$ cat src/sv/lswc_pkg.sv
// Shared types, constants and helpers for the line segment window clipper.
// No dependencies; every other file refers to this package by scoped names.

package lswc_pkg;

   // coordinate format: signed two's complement, Q8.8 by default
   localparam int COORD_BITS = 16;
   localparam int ADDR_BITS  = 4;
   localparam int DATA_BITS  = 32;
   localparam int MAX_PASSES = 8;
   localparam int PASS_BITS  = 4;

   typedef logic signed [COORD_BITS-1:0] coord_type;
   typedef logic signed [COORD_BITS:0]   diff_type;
   typedef logic [COORD_BITS-1:0]        mag_type;
   typedef logic [3:0]                   code_type;

   // outcode bits
   localparam code_type CODE_LEFT  = 4'b1000;
   localparam code_type CODE_RIGHT = 4'b0100;
   localparam code_type CODE_BELOW = 4'b0010;
   localparam code_type CODE_ABOVE = 4'b0001;
   localparam code_type CODE_NONE  = 4'b0000;

   // configuration register indexes
   typedef enum logic [1:0] {
      REG_CORNER_A_X = 2'd0,
      REG_CORNER_A_Y = 2'd1,
      REG_CORNER_B_X = 2'd2,
      REG_CORNER_B_Y = 2'd3
   } reg_idx_type;

   // one stage of the divider chain
   typedef struct packed {
      logic    valid;
      mag_type rem;
      mag_type quo;
      mag_type dvs;
   } div_data_type;

   function automatic code_type outcode(coord_type x, coord_type y, coord_type xmin,
                                        coord_type xmax, coord_type ymin,
                                        coord_type ymax);
      code_type c;
      c = CODE_NONE;
      if (x < xmin) c = c | CODE_LEFT;
      if (x > xmax) c = c | CODE_RIGHT;
      if (y < ymin) c = c | CODE_BELOW;
      if (y > ymax) c = c | CODE_ABOVE;
      return c;
   endfunction

   function automatic diff_type widen(coord_type v);
      return diff_type'($signed({v[COORD_BITS-1], v}));
   endfunction

   // magnitude of a difference; all differences used stay below 2**COORD_BITS
   function automatic mag_type magnitude(diff_type v);
      diff_type n;
      n = v[COORD_BITS] ? -v : v;
      return n[COORD_BITS-1:0];
   endfunction

endpackage

$ cat src/sv/lswc_if.sv
// Segment and result channel interfaces for the line segment window clipper.
// Depends on lswc_pkg.

interface lswc_req_if;
   logic                valid;
   logic                ready;
   lswc_pkg::coord_type start_x;
   lswc_pkg::coord_type start_y;
   lswc_pkg::coord_type end_x;
   lswc_pkg::coord_type end_y;

   modport source (output valid, start_x, start_y, end_x, end_y, input ready);
   modport sink   (input valid, start_x, start_y, end_x, end_y, output ready);
endinterface

interface lswc_rsp_if;
   logic                valid;
   logic                ready;
   lswc_pkg::coord_type clipped_start_x;
   lswc_pkg::coord_type clipped_start_y;
   lswc_pkg::coord_type clipped_end_x;
   lswc_pkg::coord_type clipped_end_y;

   modport source (output valid, clipped_start_x, clipped_start_y, clipped_end_x,
                   clipped_end_y, input ready);
   modport sink   (input valid, clipped_start_x, clipped_start_y, clipped_end_x,
                   clipped_end_y, output ready);
endinterface

$ cat src/sv/lswc_div_cell.sv
// One restoring-division step: takes a partial remainder from its left neighbor,
// develops one quotient bit and hands the result on. Depends on lswc_pkg.

module lswc_div_cell (
   input  logic                   clock,
   input  logic                   reset,
   input  lswc_pkg::div_data_type stage_prev,
   output lswc_pkg::div_data_type stage_next
);

   lswc_pkg::div_data_type         stage_ff;
   lswc_pkg::div_data_type         stage_in;
   logic [lswc_pkg::COORD_BITS:0] trial;
   logic [lswc_pkg::COORD_BITS:0] diff;
   logic                          ge;

   // shift in next dividend bit, try subtracting the divisor
   always_comb begin
      trial = {stage_prev.rem, stage_prev.quo[lswc_pkg::COORD_BITS-1]};
      diff  = trial - {1'b0, stage_prev.dvs};
      ge    = !diff[lswc_pkg::COORD_BITS];
      stage_in.valid = stage_prev.valid;
      stage_in.rem   = ge ? diff[lswc_pkg::COORD_BITS-1:0]
                          : trial[lswc_pkg::COORD_BITS-1:0];
      stage_in.quo   = {stage_prev.quo[lswc_pkg::COORD_BITS-2:0], ge};
      stage_in.dvs   = stage_prev.dvs;
   end

   always_ff @(posedge clock) begin
      if (reset) begin
         stage_ff.valid <= 1'b0;
      end else begin
         stage_ff.valid <= stage_in.valid;
      end
      stage_ff.rem <= stage_in.rem;
      stage_ff.quo <= stage_in.quo;
      stage_ff.dvs <= stage_in.dvs;
   end

   assign stage_next = stage_ff;

endmodule

$ cat src/sv/line_segment_window_clipper.sv
// Cohen-Sutherland segment clipper, signed fixed point, APB-configured window.
// Each segment takes k clip passes (k = 0..8) from segment transfer to result;
// each pass is outcode check, multiply, feed and a 16-cell divider chain.
// One segment at a time: a new segment is taken only once the last one is done,
// and a visible segment waits in ST_DONE while the result side stalls; dropped ones give no result.
// Reset (synchronous, active high): window corners (0,0) and (1536,1536), idle.
// Depends on lswc_pkg, lswc_if and lswc_div_cell.

module line_segment_window_clipper (
   input  logic                               clock,
   input  logic                               reset,
   lswc_req_if.sink                           req,
   lswc_rsp_if.source                         rsp,
   input  logic                               csr_psel,
   input  logic                               csr_penable,
   input  logic                               csr_pwrite,
   input  logic [lswc_pkg::ADDR_BITS-1:0]     csr_paddr,
   input  logic [lswc_pkg::DATA_BITS-1:0]     csr_pwdata,
   output logic [lswc_pkg::DATA_BITS-1:0]     csr_prdata,
   output logic                               csr_pready
);

   localparam int CW = lswc_pkg::COORD_BITS;

   typedef enum logic [2:0] {
      ST_IDLE,
      ST_EVAL,
      ST_MUL,
      ST_FEED,
      ST_WAIT,
      ST_DONE
   } state_type;

   state_type state_ff, state_in;

   lswc_pkg::coord_type ax_ff, ay_ff, bx_ff, by_ff;
   lswc_pkg::coord_type sx_ff, sy_ff, ex_ff, ey_ff;
   lswc_pkg::coord_type sx_in, sy_in, ex_in, ey_in;
   logic [lswc_pkg::PASS_BITS-1:0] pass_ff, pass_in;

   lswc_pkg::mag_type   mag_a_ff, mag_b_ff, mag_d_ff;
   lswc_pkg::mag_type   mag_a_in, mag_b_in, mag_d_in;
   logic                neg_ff, neg_in, vert_ff, vert_in, side_ff, side_in;
   lswc_pkg::coord_type bnd_ff, bnd_in, base_ff, base_in;
   logic [2*CW-1:0]     prod_ff, prod_in;

   logic                rsp_valid_ff, rsp_valid_in;
   lswc_pkg::coord_type osx_ff, osy_ff, oex_ff, oey_ff;
   lswc_pkg::coord_type osx_in, osy_in, oex_in, oey_in;

   lswc_pkg::coord_type xmin, xmax, ymin, ymax;
   lswc_pkg::code_type  cs, ce, cc, sel;
   lswc_pkg::coord_type bnd_c, along_s, along_e, other_s, other_e;
   lswc_pkg::diff_type  da, db, dd;
   lswc_pkg::mag_type   quo;
   logic [CW+1:0]       sum;
   lswc_pkg::coord_type new_other, pt_x, pt_y;
   logic                csr_write;

   lswc_pkg::div_data_type link [CW+1];

   // window bounds from the two corners
   always_comb begin
      xmin = (ax_ff < bx_ff) ? ax_ff : bx_ff;
      xmax = (ax_ff < bx_ff) ? bx_ff : ax_ff;
      ymin = (ay_ff < by_ff) ? ay_ff : by_ff;
      ymax = (ay_ff < by_ff) ? by_ff : ay_ff;
   end

   // configuration port
   assign csr_write  = csr_psel && csr_penable && csr_pwrite;
   assign csr_pready = 1'b1;

   always_comb begin
      unique case (lswc_pkg::reg_idx_type'(csr_paddr[3:2]))
         lswc_pkg::REG_CORNER_A_X: csr_prdata = {{(lswc_pkg::DATA_BITS-CW){ax_ff[CW-1]}}, ax_ff};
         lswc_pkg::REG_CORNER_A_Y: csr_prdata = {{(lswc_pkg::DATA_BITS-CW){ay_ff[CW-1]}}, ay_ff};
         lswc_pkg::REG_CORNER_B_X: csr_prdata = {{(lswc_pkg::DATA_BITS-CW){bx_ff[CW-1]}}, bx_ff};
         lswc_pkg::REG_CORNER_B_Y: csr_prdata = {{(lswc_pkg::DATA_BITS-CW){by_ff[CW-1]}}, by_ff};
         default:                  csr_prdata = '0;
      endcase
   end

   // divider chain
   always_comb begin
      link[0].valid = (state_ff == ST_FEED);
      link[0].rem   = prod_ff[2*CW-1:CW];
      link[0].quo   = prod_ff[CW-1:0];
      link[0].dvs   = mag_d_ff;
   end

   for (genvar i = 0; i < CW; i++) begin : g_cell
      lswc_div_cell u_cell (
         .clock      (clock),
         .reset      (reset),
         .stage_prev (link[i]),
         .stage_next (link[i+1])
      );
   end

   // outcodes and clip set-up
   always_comb begin
      cs  = lswc_pkg::outcode(sx_ff, sy_ff, xmin, xmax, ymin, ymax);
      ce  = lswc_pkg::outcode(ex_ff, ey_ff, xmin, xmax, ymin, ymax);
      cc  = cs | ce;
      priority if (cc[3]) sel = lswc_pkg::CODE_LEFT;
      else if (cc[2])     sel = lswc_pkg::CODE_RIGHT;
      else if (cc[1])     sel = lswc_pkg::CODE_BELOW;
      else                sel = lswc_pkg::CODE_ABOVE;
      vert_in = (sel == lswc_pkg::CODE_LEFT) || (sel == lswc_pkg::CODE_RIGHT);
      unique case (sel)
         lswc_pkg::CODE_LEFT:  bnd_c = xmin;
         lswc_pkg::CODE_RIGHT: bnd_c = xmax;
         lswc_pkg::CODE_BELOW: bnd_c = ymin;
         default:              bnd_c = ymax;
      endcase
      along_s = vert_in ? sx_ff : sy_ff;
      along_e = vert_in ? ex_ff : ey_ff;
      other_s = vert_in ? sy_ff : sx_ff;
      other_e = vert_in ? ey_ff : ex_ff;
      da = lswc_pkg::widen(bnd_c) - lswc_pkg::widen(along_s);
      db = lswc_pkg::widen(other_e) - lswc_pkg::widen(other_s);
      dd = lswc_pkg::widen(along_e) - lswc_pkg::widen(along_s);
   end

   // intersection from the chain output
   always_comb begin
      quo       = (mag_d_ff != '0) ? link[CW].quo : '0;
      sum       = {{2{base_ff[CW-1]}}, base_ff}
                + (neg_ff ? -{2'b00, quo} : {2'b00, quo});
      new_other = sum[CW-1:0];
      pt_x      = vert_ff ? bnd_ff : new_other;
      pt_y      = vert_ff ? new_other : bnd_ff;
   end

   // sequencer
   always_comb begin
      state_in     = state_ff;
      sx_in        = sx_ff;
      sy_in        = sy_ff;
      ex_in        = ex_ff;
      ey_in        = ey_ff;
      pass_in      = pass_ff;
      mag_a_in     = mag_a_ff;
      mag_b_in     = mag_b_ff;
      mag_d_in     = mag_d_ff;
      neg_in       = neg_ff;
      side_in      = side_ff;
      bnd_in       = bnd_ff;
      base_in      = base_ff;
      prod_in      = prod_ff;
      osx_in       = osx_ff;
      osy_in       = osy_ff;
      oex_in       = oex_ff;
      oey_in       = oey_ff;
      rsp_valid_in = rsp_valid_ff && !rsp.ready;

      unique case (state_ff)
         ST_IDLE: begin
            if (req.valid) begin
               sx_in    = req.start_x;
               sy_in    = req.start_y;
               ex_in    = req.end_x;
               ey_in    = req.end_y;
               pass_in  = '0;
               state_in = ST_EVAL;
            end
         end
         ST_EVAL: begin
            priority if (cc == lswc_pkg::CODE_NONE) begin
               state_in = ST_DONE;
            end else if ((cs & ce) != lswc_pkg::CODE_NONE ||
                         pass_ff == lswc_pkg::PASS_BITS'(lswc_pkg::MAX_PASSES)) begin
               state_in = ST_IDLE;
            end else begin
               mag_a_in = lswc_pkg::magnitude(da);
               mag_b_in = lswc_pkg::magnitude(db);
               mag_d_in = lswc_pkg::magnitude(dd);
               neg_in   = da[CW] ^ db[CW] ^ dd[CW];
               side_in  = (cs & sel) != lswc_pkg::CODE_NONE;
               bnd_in   = bnd_c;
               base_in  = other_s;
               state_in = ST_MUL;
            end
         end
         ST_MUL: begin
            prod_in  = mag_a_ff * mag_b_ff;
            state_in = ST_FEED;
         end
         ST_FEED: begin
            state_in = ST_WAIT;
         end
         ST_WAIT: begin
            if (link[CW].valid) begin
               if (side_ff) begin
                  sx_in = pt_x;
                  sy_in = pt_y;
               end else begin
                  ex_in = pt_x;
                  ey_in = pt_y;
               end
               pass_in  = pass_ff + 1'b1;
               state_in = ST_EVAL;
            end
         end
         ST_DONE: begin
            if (!rsp_valid_ff || rsp.ready) begin
               osx_in       = sx_ff;
               osy_in       = sy_ff;
               oex_in       = ex_ff;
               oey_in       = ey_ff;
               rsp_valid_in = 1'b1;
               state_in     = ST_IDLE;
            end
         end
         default: state_in = ST_IDLE;
      endcase
   end

   always_ff @(posedge clock) begin
      if (reset) begin
         state_ff     <= ST_IDLE;
         rsp_valid_ff <= 1'b0;
         pass_ff      <= '0;
         ax_ff        <= lswc_pkg::coord_type'(0);
         ay_ff        <= lswc_pkg::coord_type'(0);
         bx_ff        <= lswc_pkg::coord_type'(1536);
         by_ff        <= lswc_pkg::coord_type'(1536);
      end else begin
         state_ff     <= state_in;
         rsp_valid_ff <= rsp_valid_in;
         pass_ff      <= pass_in;
         if (csr_write) begin
            unique case (lswc_pkg::reg_idx_type'(csr_paddr[3:2]))
               lswc_pkg::REG_CORNER_A_X: ax_ff <= csr_pwdata[CW-1:0];
               lswc_pkg::REG_CORNER_A_Y: ay_ff <= csr_pwdata[CW-1:0];
               lswc_pkg::REG_CORNER_B_X: bx_ff <= csr_pwdata[CW-1:0];
               lswc_pkg::REG_CORNER_B_Y: by_ff <= csr_pwdata[CW-1:0];
               default: ;
            endcase
         end
      end
      sx_ff    <= sx_in;
      sy_ff    <= sy_in;
      ex_ff    <= ex_in;
      ey_ff    <= ey_in;
      mag_a_ff <= mag_a_in;
      mag_b_ff <= mag_b_in;
      mag_d_ff <= mag_d_in;
      neg_ff   <= neg_in;
      vert_ff  <= (state_ff == ST_EVAL) ? vert_in : vert_ff;
      side_ff  <= side_in;
      bnd_ff   <= bnd_in;
      base_ff  <= base_in;
      prod_ff  <= prod_in;
      osx_ff   <= osx_in;
      osy_ff   <= osy_in;
      oex_ff   <= oex_in;
      oey_ff   <= oey_in;
   end

   assign req.ready           = (state_ff == ST_IDLE);
   assign rsp.valid           = rsp_valid_ff;
   assign rsp.clipped_start_x = osx_ff;
   assign rsp.clipped_start_y = osy_ff;
   assign rsp.clipped_end_x   = oex_ff;
   assign rsp.clipped_end_y   = oey_ff;

endmodule

$ cat src/flat_wrapper.sv
// flat-port wrapper written by rule: the top's interface ports become plain ports
module line_segment_window_clipper_flat 
  (clock, reset, csr_psel, csr_penable, csr_pwrite, csr_paddr, csr_pwdata, csr_prdata, csr_pready, req_valid, req_start_x, req_start_y, req_end_x, req_end_y, req_ready, rsp_valid, rsp_clipped_start_x, rsp_clipped_start_y, rsp_clipped_end_x, rsp_clipped_end_y, rsp_ready);
  lswc_req_if req_i ();
  lswc_rsp_if rsp_i ();
  input  logic clock;
  input  logic reset;
  input  logic csr_psel;
  input  logic csr_penable;
  input  logic csr_pwrite;
  input  logic [lswc_pkg::ADDR_BITS-1:0] csr_paddr;
  input  logic [lswc_pkg::DATA_BITS-1:0] csr_pwdata;
  output logic [lswc_pkg::DATA_BITS-1:0] csr_prdata;
  output logic csr_pready;
  input wire logic [$bits(req_i.valid)-1:0] req_valid;
  input wire logic [$bits(req_i.start_x)-1:0] req_start_x;
  input wire logic [$bits(req_i.start_y)-1:0] req_start_y;
  input wire logic [$bits(req_i.end_x)-1:0] req_end_x;
  input wire logic [$bits(req_i.end_y)-1:0] req_end_y;
  output wire logic [$bits(req_i.ready)-1:0] req_ready;
  output wire logic [$bits(rsp_i.valid)-1:0] rsp_valid;
  output wire logic [$bits(rsp_i.clipped_start_x)-1:0] rsp_clipped_start_x;
  output wire logic [$bits(rsp_i.clipped_start_y)-1:0] rsp_clipped_start_y;
  output wire logic [$bits(rsp_i.clipped_end_x)-1:0] rsp_clipped_end_x;
  output wire logic [$bits(rsp_i.clipped_end_y)-1:0] rsp_clipped_end_y;
  input wire logic [$bits(rsp_i.ready)-1:0] rsp_ready;
  assign req_i.valid = req_valid;
  assign req_i.start_x = req_start_x;
  assign req_i.start_y = req_start_y;
  assign req_i.end_x = req_end_x;
  assign req_i.end_y = req_end_y;
  assign req_ready = req_i.ready;
  assign rsp_valid = rsp_i.valid;
  assign rsp_clipped_start_x = rsp_i.clipped_start_x;
  assign rsp_clipped_start_y = rsp_i.clipped_start_y;
  assign rsp_clipped_end_x = rsp_i.clipped_end_x;
  assign rsp_clipped_end_y = rsp_i.clipped_end_y;
  assign rsp_i.ready = rsp_ready;
  line_segment_window_clipper u_core (.clock(clock), .reset(reset), .req(req_i), .rsp(rsp_i), .csr_psel(csr_psel), .csr_penable(csr_penable), .csr_pwrite(csr_pwrite), .csr_paddr(csr_paddr), .csr_pwdata(csr_pwdata), .csr_prdata(csr_prdata), .csr_pready(csr_pready));
endmodule
$ cat config.mk
export PLATFORM = sky130hd
export DESIGN_NAME = line_segment_window_clipper_flat
export DESIGN_NICKNAME = d
export VERILOG_FILES = /design/src/sv/lswc_pkg.sv /design/src/sv/lswc_if.sv /design/src/sv/lswc_div_cell.sv /design/src/sv/line_segment_window_clipper.sv /design/src/flat_wrapper.sv
export SDC_FILE = /design/constraint.sdc
export NUM_CORES = 2
export LEC_CHECK = 0
export ABC_AREA = 1
export ABC_CLOCK_PERIOD_IN_PS = 18100
export BUFFER_PORTS_ARGS = -buffer_cell sky130_fd_sc_hd__buf_2
export CORE_MARGIN = 4
export CORE_UTILIZATION = 65
export DETAILED_ROUTE_END_ITERATION = 12
export PLACE_DENSITY = 0.83
export SYNTH_ARGS = -nofsm -noshare
export SYNTH_HDL_FRONTEND = slang
export SYNTH_SLANG_ARGS = --single-unit
$ cat constraint.sdc
create_clock -name clock -period 18.1 [get_ports clock]
set_clock_uncertainty 0.15 [all_clocks]
set_input_delay 2.715 -clock clock [delete_from_list [all_inputs] [get_ports clock]]
set_output_delay 2.715 -clock clock [all_outputs]
set_load 0.02 [all_outputs]
# Word-level counts from Yosys, hierarchy flattened
# Cells that the tools add are included.
word_totals:
  reg_bits: 1067
  inputBits: 107
  out_inout_bits: 99
  elab_cells: 257
op_classes:
  n_addsub: 25
  multipliers: 1
  order_cmp: 10
  n_eq_ne: 17
  mux: 70
  n_bitwise: 7
  reduce_logical: 41
ops:
  columns: ["op", "n"]
  rows:
  - ["$mux 16", 42]
  - ["$sub 17x16->17", 16]
  - ["$pmux 16 s2", 4]
  - ["$pmux 32 s4", 1]
  - ["$lt 16x16->1", 6]
  - ["$gt 16x16->1", 4]
  - ["$neg 16->16", 4]
  - ["$sub 16x16->17", 3]
  - ["$pmux 16 s3", 1]
  - ["$mul 16x16->32", 1]
  - ["$mux 4", 6]
  - ["$logic_not 1->1", 18]
  - ["$mux 3", 6]
  - ["$pmux 3 s6", 1]
  - ["$add 16x16->16", 1]
  - ["$reduce_bool 16->1", 1]
  - ["$reduce_and 2->1", 5]
  - ["$reduce_and 3->1", 3]
  - ["$and 4x4->4", 2]
  - ["$eq 4x4->1 const B", 2]
  - ["$mux 2", 4]
  - ["$pmux 4 s2", 1]
  - ["$reduce_and 4->1", 2]
  - ["$reduce_bool 4->1", 2]
  - ["20 further kinds", 35]

# Depth between registers and ports, before layout
depth:
  ltp_word: 17
  depth_mapped: 53
  mapped_depth_nobuf: 50

# Hierarchy
# From an unflattened synthesis, not the netlist that was laid out.
unflattened:
  cells_unflattened: 8890
  hier_area_um2: 69919.6
modules_own_cells:
  columns: ["mod", "instances", "cells_each", "area_each_um2", "seq_area_each_um2"]
  rows:
  - ["lswc_div_cell", 16, 334, 2536.2, 980.9]
  - ["line_segment_window_clipper", 1, 3546, 29340.6, 8738.4]

# Least setup slack after synthesis
# Ideal clock, no wire load.
synth_path:
  path_kind: "input to output"
  start: "input csr_paddr[3] (netlist bit)"
  end: "output csr_prdata[16] (netlist bit)"
  arrival_ps: 4692
  t_required_ps: 15235
  setup_slack_ps: 10543
  stages: 4
  n_path_buf: 1
  cell_sequence: "nor2_1 inv_1 o21ai_0 buf_4"
synth_via:
  elab_chain_len: 2
  word_cells_on_any_way: 5
  classes_between: "eq/ne: 3; mux: 1; reduce/logical: 1"
synth_lines:
  columns: ["item", "line_no", "text"]
  rows:
  - ["start, declared", "flat_wrapper.sv:11", "input logic [lswc_pkg::ADDR_BITS-1:0] csr_paddr;"]
  - ["$eq 2x2->1, or another cell as far along", "line_segment_window_clipper.sv:75", "unique case (lswc_pkg::reg_idx_type'(csr_paddr[3:2]))"]
  - ["$pmux 32 s4 *", "line_segment_window_clipper.sv:75", null]
  - ["end, declared", "flat_wrapper.sv:13", "output logic [lswc_pkg::DATA_BITS-1:0] csr_prdata;"]
# Mark *: on every way between the ends. The rest lies on a longest branch, timed or not.

# Final worst setup path
layout_path:
  start: "register u_core.bx_ff[15]"
  end: "register u_core.mag_b_ff[8], data pin"
layout_via:
  elab_chain_len: 13
  word_cells_on_any_way: 22
  classes_between: "add/sub: 2; order compare: 5; eq/ne: 2; mux: 11; bitwise: 1; reduce/logical: 1"
layout_lines:
  columns: ["item", "line_no", "text"]
  rows:
  - ["start, declared", "line_segment_window_clipper.sv:36", "lswc_pkg::coord_type ax_ff, ay_ff, bx_ff, by_ff;"]
  - ["start signal, assigned", "line_segment_window_clipper.sv:227", "bx_ff <= lswc_pkg::coord_type'(1536);"]
  - ["start signal, assigned", "line_segment_window_clipper.sv:237", "lswc_pkg::REG_CORNER_B_X: bx_ff <= csr_pwdata[CW-1:0];"]
  - ["$lt 16x16->1", "line_segment_window_clipper.sv:64, line_segment_window_clipper.sv:65", null]
  - ["$mux 16", "line_segment_window_clipper.sv:65", "xmax = (ax_ff < bx_ff) ? bx_ff : ax_ff;"]
  - ["$gt 16x16->1", "lswc_pkg.sv:47", "if (x > xmax) c = c | CODE_RIGHT;"]
  - ["$mux 3", "lswc_pkg.sv:47", null]
  - ["$or 4x4->4 *", "line_segment_window_clipper.sv:105", "cc = cs | ce;"]
  - ["$mux 4", "line_segment_window_clipper.sv:107", "else if (cc[2]) sel = lswc_pkg::CODE_RIGHT;"]
  - ["$mux 4 *", "line_segment_window_clipper.sv:106", "priority if (cc[3]) sel = lswc_pkg::CODE_LEFT;"]
  - ["$eq 4x4->1 or $eq 4x3->1 (tied branches)", "line_segment_window_clipper.sv:110", "vert_in = (sel == lswc_pkg::CODE_LEFT) || (sel == lswc_pkg::CODE_RIGHT);"]
  - ["$logic_or 1x1->1 *", "line_segment_window_clipper.sv:110", null]
  - ["$mux 16, on equally long branches", "line_segment_window_clipper.sv:120, line_segment_window_clipper.sv:119", null]
  - ["$sub 16x16->17 *", "line_segment_window_clipper.sv:122", "db = lswc_pkg::widen(other_e) - lswc_pkg::widen(other_s);"]
  - ["$neg 16->16", "lswc_pkg.sv:60", "n = v[COORD_BITS] ? -v : v;"]
  - ["$mux 16 *", "lswc_pkg.sv:60", null]
  - ["end signal, assigned", "line_segment_window_clipper.sv:248", "mag_b_ff <= mag_b_in;"]
  - ["end, declared", "line_segment_window_clipper.sv:41", "lswc_pkg::mag_type mag_a_ff, mag_b_ff, mag_d_ff;"]
# Marked as above.
# A chain may end at the register's enable or synchronous reset.

==> metrics.cfg <==
[worst_setup_path]
setup.worst_path.end=u_core.mag_b_ff[8]$_DFFE_PP_
r2r_cells=37
timing.rr.end=u_core.mag_b_ff[8]$_DFFE_PP_
cp_common_cell=sky130_fd_sc_hd__nand2_1
path_max_fanout=60
regToRegStartpoint=u_core.bx_ff[15]$_SDFFE_PP0P_
cp_top_family=simple AND/OR/NAND/NOR gates
timing.reg2reg.setup_slack_ps=7800
critical_path.slowest_cell=sky130_fd_sc_hd__nand2_1
criticalPathCategory=reg2reg
cp-end-kind=register
critPathRequiredTime_ps=18380
cp-start-kind=register
critPathBufInv=7
cp-startpoint=u_core.bx_ff[15]$_SDFFE_PP0P_
cp.depth=37
max_stage_delay_ps=620
crit_arrival_ps=10580

[placement]
io_buffer_count=186
dp_hpwl_um=103000
routabilityCongestion=0.981

[sta]
rsz_0062_raised_after_global_routing=no
finalHoldWorstSlack_ps=140
timing.final.crit_period_ps=10300
report.final.slew_viol_count=0
timing_worst_slew_pin_value_ps=1220
finalSetupTns_ps=0
finalHoldViolCount=0
post-route-period-util_pct=56.9
relSlewSlack_pct=18.5
timing.final.setup_violations=0
achievable-frequency_mhz=97.1

[global_route]
grt_start_max_net_pins=94
antenna_violations_before_repair=6
grt_usage_pct=30.1
grt_pass1_vias=42500
grt_first_pass_wirelength_um=219000
globalRoute.totalOverflow=0

[die]
die_height_um=303
start_util_pct=65.5
design.portCount=206
row_count=108
core_area_um2=86600
dieArea_um2=92000
die_width_um=303

[synth]
muxShareOfSynthArea_pct=0.230
yosys.area_share.xor_xnor_pct=5.67
netlist.top_cell.by_area=sky130_fd_sc_hd__dfxtp_1
async_reset_ff_share_pct=0
synth_compound_area_share_pct=11.1
syn-instance-count=6316
synth.area.top_cells=sky130_fd_sc_hd__dfxtp_1 (29%), sky130_fd_sc_hd__edfxtp_1 (13%), sky130_fd_sc_hd__ha_1 (13%), sky130_fd_sc_hd__fa_1 (7.5%), sky130_fd_sc_hd__nand2_1 (6.7%)
synth-adder-area-share_pct=20.3
synth_seq_area_share_pct=42.0
mappedNetlistArea_um2=56700
synth_cell_types=62
postSynthNetCount=7214
yosys_most_used_dff=sky130_fd_sc_hd__dfxtp_1
largest_family_of_logic_cells_by_synthesized_area=adder cells
synthesis.yosys.warnings=0
ys_seq_elements=1067
synth_simple_gate_area_share_pct=12.6
synth_edf_count=243
top_cell_type_s_share_of_synthesized_area_pct=29.1
post_synthesis_mean_instance_area_um2=8.98

[clocking]
cts_root_buf=sky130_fd_sc_hd__clkbuf_16
insertion_delay_of_the_later_clocked_pin_in_the_worst_skew_pair_ps=690
tritoncts=built
post_cts_buffers=0
cts.reportedPaths.clkPinSlew_ps=60
cts.path.max_buffers=3
post_cts_hold_buffer_count=0
cts.htree.levels=3
cts_buffers=105
cts-resized-gates=0
clock_sink_count=1067

[route]
met2WireLength_um=68200
vias=42800
detail_route.first_pass.iterations=6
routed_length_on_met3_um=10100
drt_first_iter_violations=3374
routedLengthMet1_um=54200
drt-total-wl_um=139000
avgViaCountPerCell=5.56
detail_route.drc_violations=0
avgRoutedWirePerCell_um=18.1
topRoutingLayerUsed=met4
antenna_violating_nets_post_route=0

[flow_run]
max-cap-violations=0

[cells_and_area]
syn_to_final_growth_pct=9.90
filler_cell_count=6004
layout-drive-gt1-share_pct=7.68
design.final.nets=7342
largest_register_ff_count=752

[run_status]
run_status=finished, final reports clean

[worst_hold_path]
hold_path.class=reg2reg

## worst min-delay path by stage
stage / from / slack [ps] / end / cells past startpoint
detailed placement: u_core.g_cell[9].u_cell.stage_next[29]$_DFF_P_ / 160 / u_core.g_cell[10].u_cell.stage_next[30]$_DFF_P_ / 0
floorplan: u_core.g_cell[9].u_cell.stage_next[16]$_DFF_P_ / 160 / u_core.g_cell[10].u_cell.stage_next[17]$_DFF_P_ / 0
global placement: u_core.g_cell[0].u_cell.stage_next[20]$_DFF_P_ / 160 / u_core.g_cell[1].u_cell.stage_next[21]$_DFF_P_ / 0
CTS: u_core.g_cell[10].u_cell.stage_next[21]$_DFF_P_ / 130 / u_core.g_cell[11].u_cell.stage_next[22]$_DFF_P_ / 0
finish: u_core.g_cell[10].u_cell.stage_next[21]$_DFF_P_ / 140 / u_core.g_cell[11].u_cell.stage_next[22]$_DFF_P_ / 0
global route: u_core.g_cell[9].u_cell.stage_next[22]$_DFF_P_ / 140 / u_core.g_cell[10].u_cell.stage_next[23]$_DFF_P_ / 0
## routing by layer
layer	vias to the layer above	track usage (%)
met2	1528	52.9
met1	20200	37.1
met5	-	0
met4	0	13.0
met3	379	4.25
li1	20700	-
## metrics by stage
stage	cells	worst slack [ps]	instance area (um^2)	util (%)
global route	7692	7230	62300	71.9
CTS	7690	8190	62300	71.9
finish	7696	7800	62300	71.9
detailed placement	7492	8250	58500	67.6
floorplan	6316	10540	56700	-
global placement	7492	8340	58500	67.6
## synth_stat cells (10+ instances only)
cell / number
sky130_fd_sc_hd__dfxtp_1: 824
sky130_fd_sc_hd__buf_2: 26
sky130_fd_sc_hd__nor2_1: 414
sky130_fd_sc_hd__inv_1: 972
sky130_fd_sc_hd__o21bai_1: 50
sky130_fd_sc_hd__or2_2: 35
sky130_fd_sc_hd__nand3b_1: 20
sky130_fd_sc_hd__o21ai_0: 279
sky130_fd_sc_hd__fa_1: 213
sky130_fd_sc_hd__xor2_1: 220
sky130_fd_sc_hd__o22ai_1: 11
sky130_fd_sc_hd__o21a_1: 12
sky130_fd_sc_hd__and2_1: 10
sky130_fd_sc_hd__nand3_1: 147
sky130_fd_sc_hd__ha_1: 578
sky130_fd_sc_hd__xnor2_1: 145
sky130_fd_sc_hd__nand4_1: 29
sky130_fd_sc_hd__nand2_1: 1008
sky130_fd_sc_hd__buf_4: 19
sky130_fd_sc_hd__o21ai_1: 37
sky130_fd_sc_hd__a21oi_1: 663
sky130_fd_sc_hd__clkbuf_1: 143
sky130_fd_sc_hd__mux2i_1: 13
sky130_fd_sc_hd__a31oi_1: 19
sky130_fd_sc_hd__a211oi_1: 21
sky130_fd_sc_hd__edfxtp_1: 243
sky130_fd_sc_hd__inv_2: 11
sky130_fd_sc_hd__nor3_1: 26
## final cells by class
| type | count | area [um^2] | share of cell area (%) |
|---|---|---|---|
| clock buffers | 142 | 3070 | 4.93 |
| multi-input cells | 4067 | 28400 | 45.7 |
| repair buffers | 216 | 1160 | 1.86 |
| clock inverters | 56 | 677 | 1.09 |
| flip-flops and latches | 1067 | 23800 | 38.2 |
| well taps | 1155 | 1450 | 2.32 |
| diodes | 6 | 15.0 | 0.0241 |
| inverters | 987 | 3710 | 5.95 |
## cell usage in the layout (no fill, tap or decap), types with 13 or more instances in the layout
cell / instances
sky130_fd_sc_hd__a211oi_1: 21
sky130_fd_sc_hd__a21oi_1: 661
sky130_fd_sc_hd__a31oi_1: 19
sky130_fd_sc_hd__buf_2: 186
sky130_fd_sc_hd__buf_4: 30
sky130_fd_sc_hd__clkbuf_1: 16
sky130_fd_sc_hd__clkbuf_16: 114
sky130_fd_sc_hd__clkinv_2: 22
sky130_fd_sc_hd__dfxtp_1: 824
sky130_fd_sc_hd__edfxtp_1: 243
sky130_fd_sc_hd__fa_1: 213
sky130_fd_sc_hd__ha_1: 578
sky130_fd_sc_hd__inv_1: 969
sky130_fd_sc_hd__inv_2: 13
sky130_fd_sc_hd__mux2i_1: 13
sky130_fd_sc_hd__nand2_1: 1008
sky130_fd_sc_hd__nand3_1: 147
sky130_fd_sc_hd__nand3b_1: 20
sky130_fd_sc_hd__nand4_1: 29
sky130_fd_sc_hd__nor2_1: 412
sky130_fd_sc_hd__nor3_1: 25
sky130_fd_sc_hd__o21ai_0: 279
sky130_fd_sc_hd__o21ai_1: 37
sky130_fd_sc_hd__o21bai_1: 50
sky130_fd_sc_hd__or2_2: 35
sky130_fd_sc_hd__xnor2_1: 137
sky130_fd_sc_hd__xor2_1: 215
## worst register-to-register path, delay by kind of cell (launching register included)
family | cells | cell delay [ps]
and+or+nand+nor | 17 | 3830
AOI/OAI and AO/OA | 9 | 2640
buffers and inverters | 7 | 1590
adders and majority gates | 3 | 1300
DFF | 1 | 370
xor gates and xnor gates | 1 | 180
## cell families after synthesis
logic type | Yosys count
other | 1
AO/OA/AOI/OAI | 1163
buffers and inverters | 1182
flip-flops | 1067
multiplexers | 13
XOR/XNOR | 366
AND/OR/NAND/NOR | 1733
adder cells (fa/ha/maj) | 791
Power is left out: the tool's default activity adds up to more than one toggle a clock period on the data nets, which glitch-free logic cannot reach.
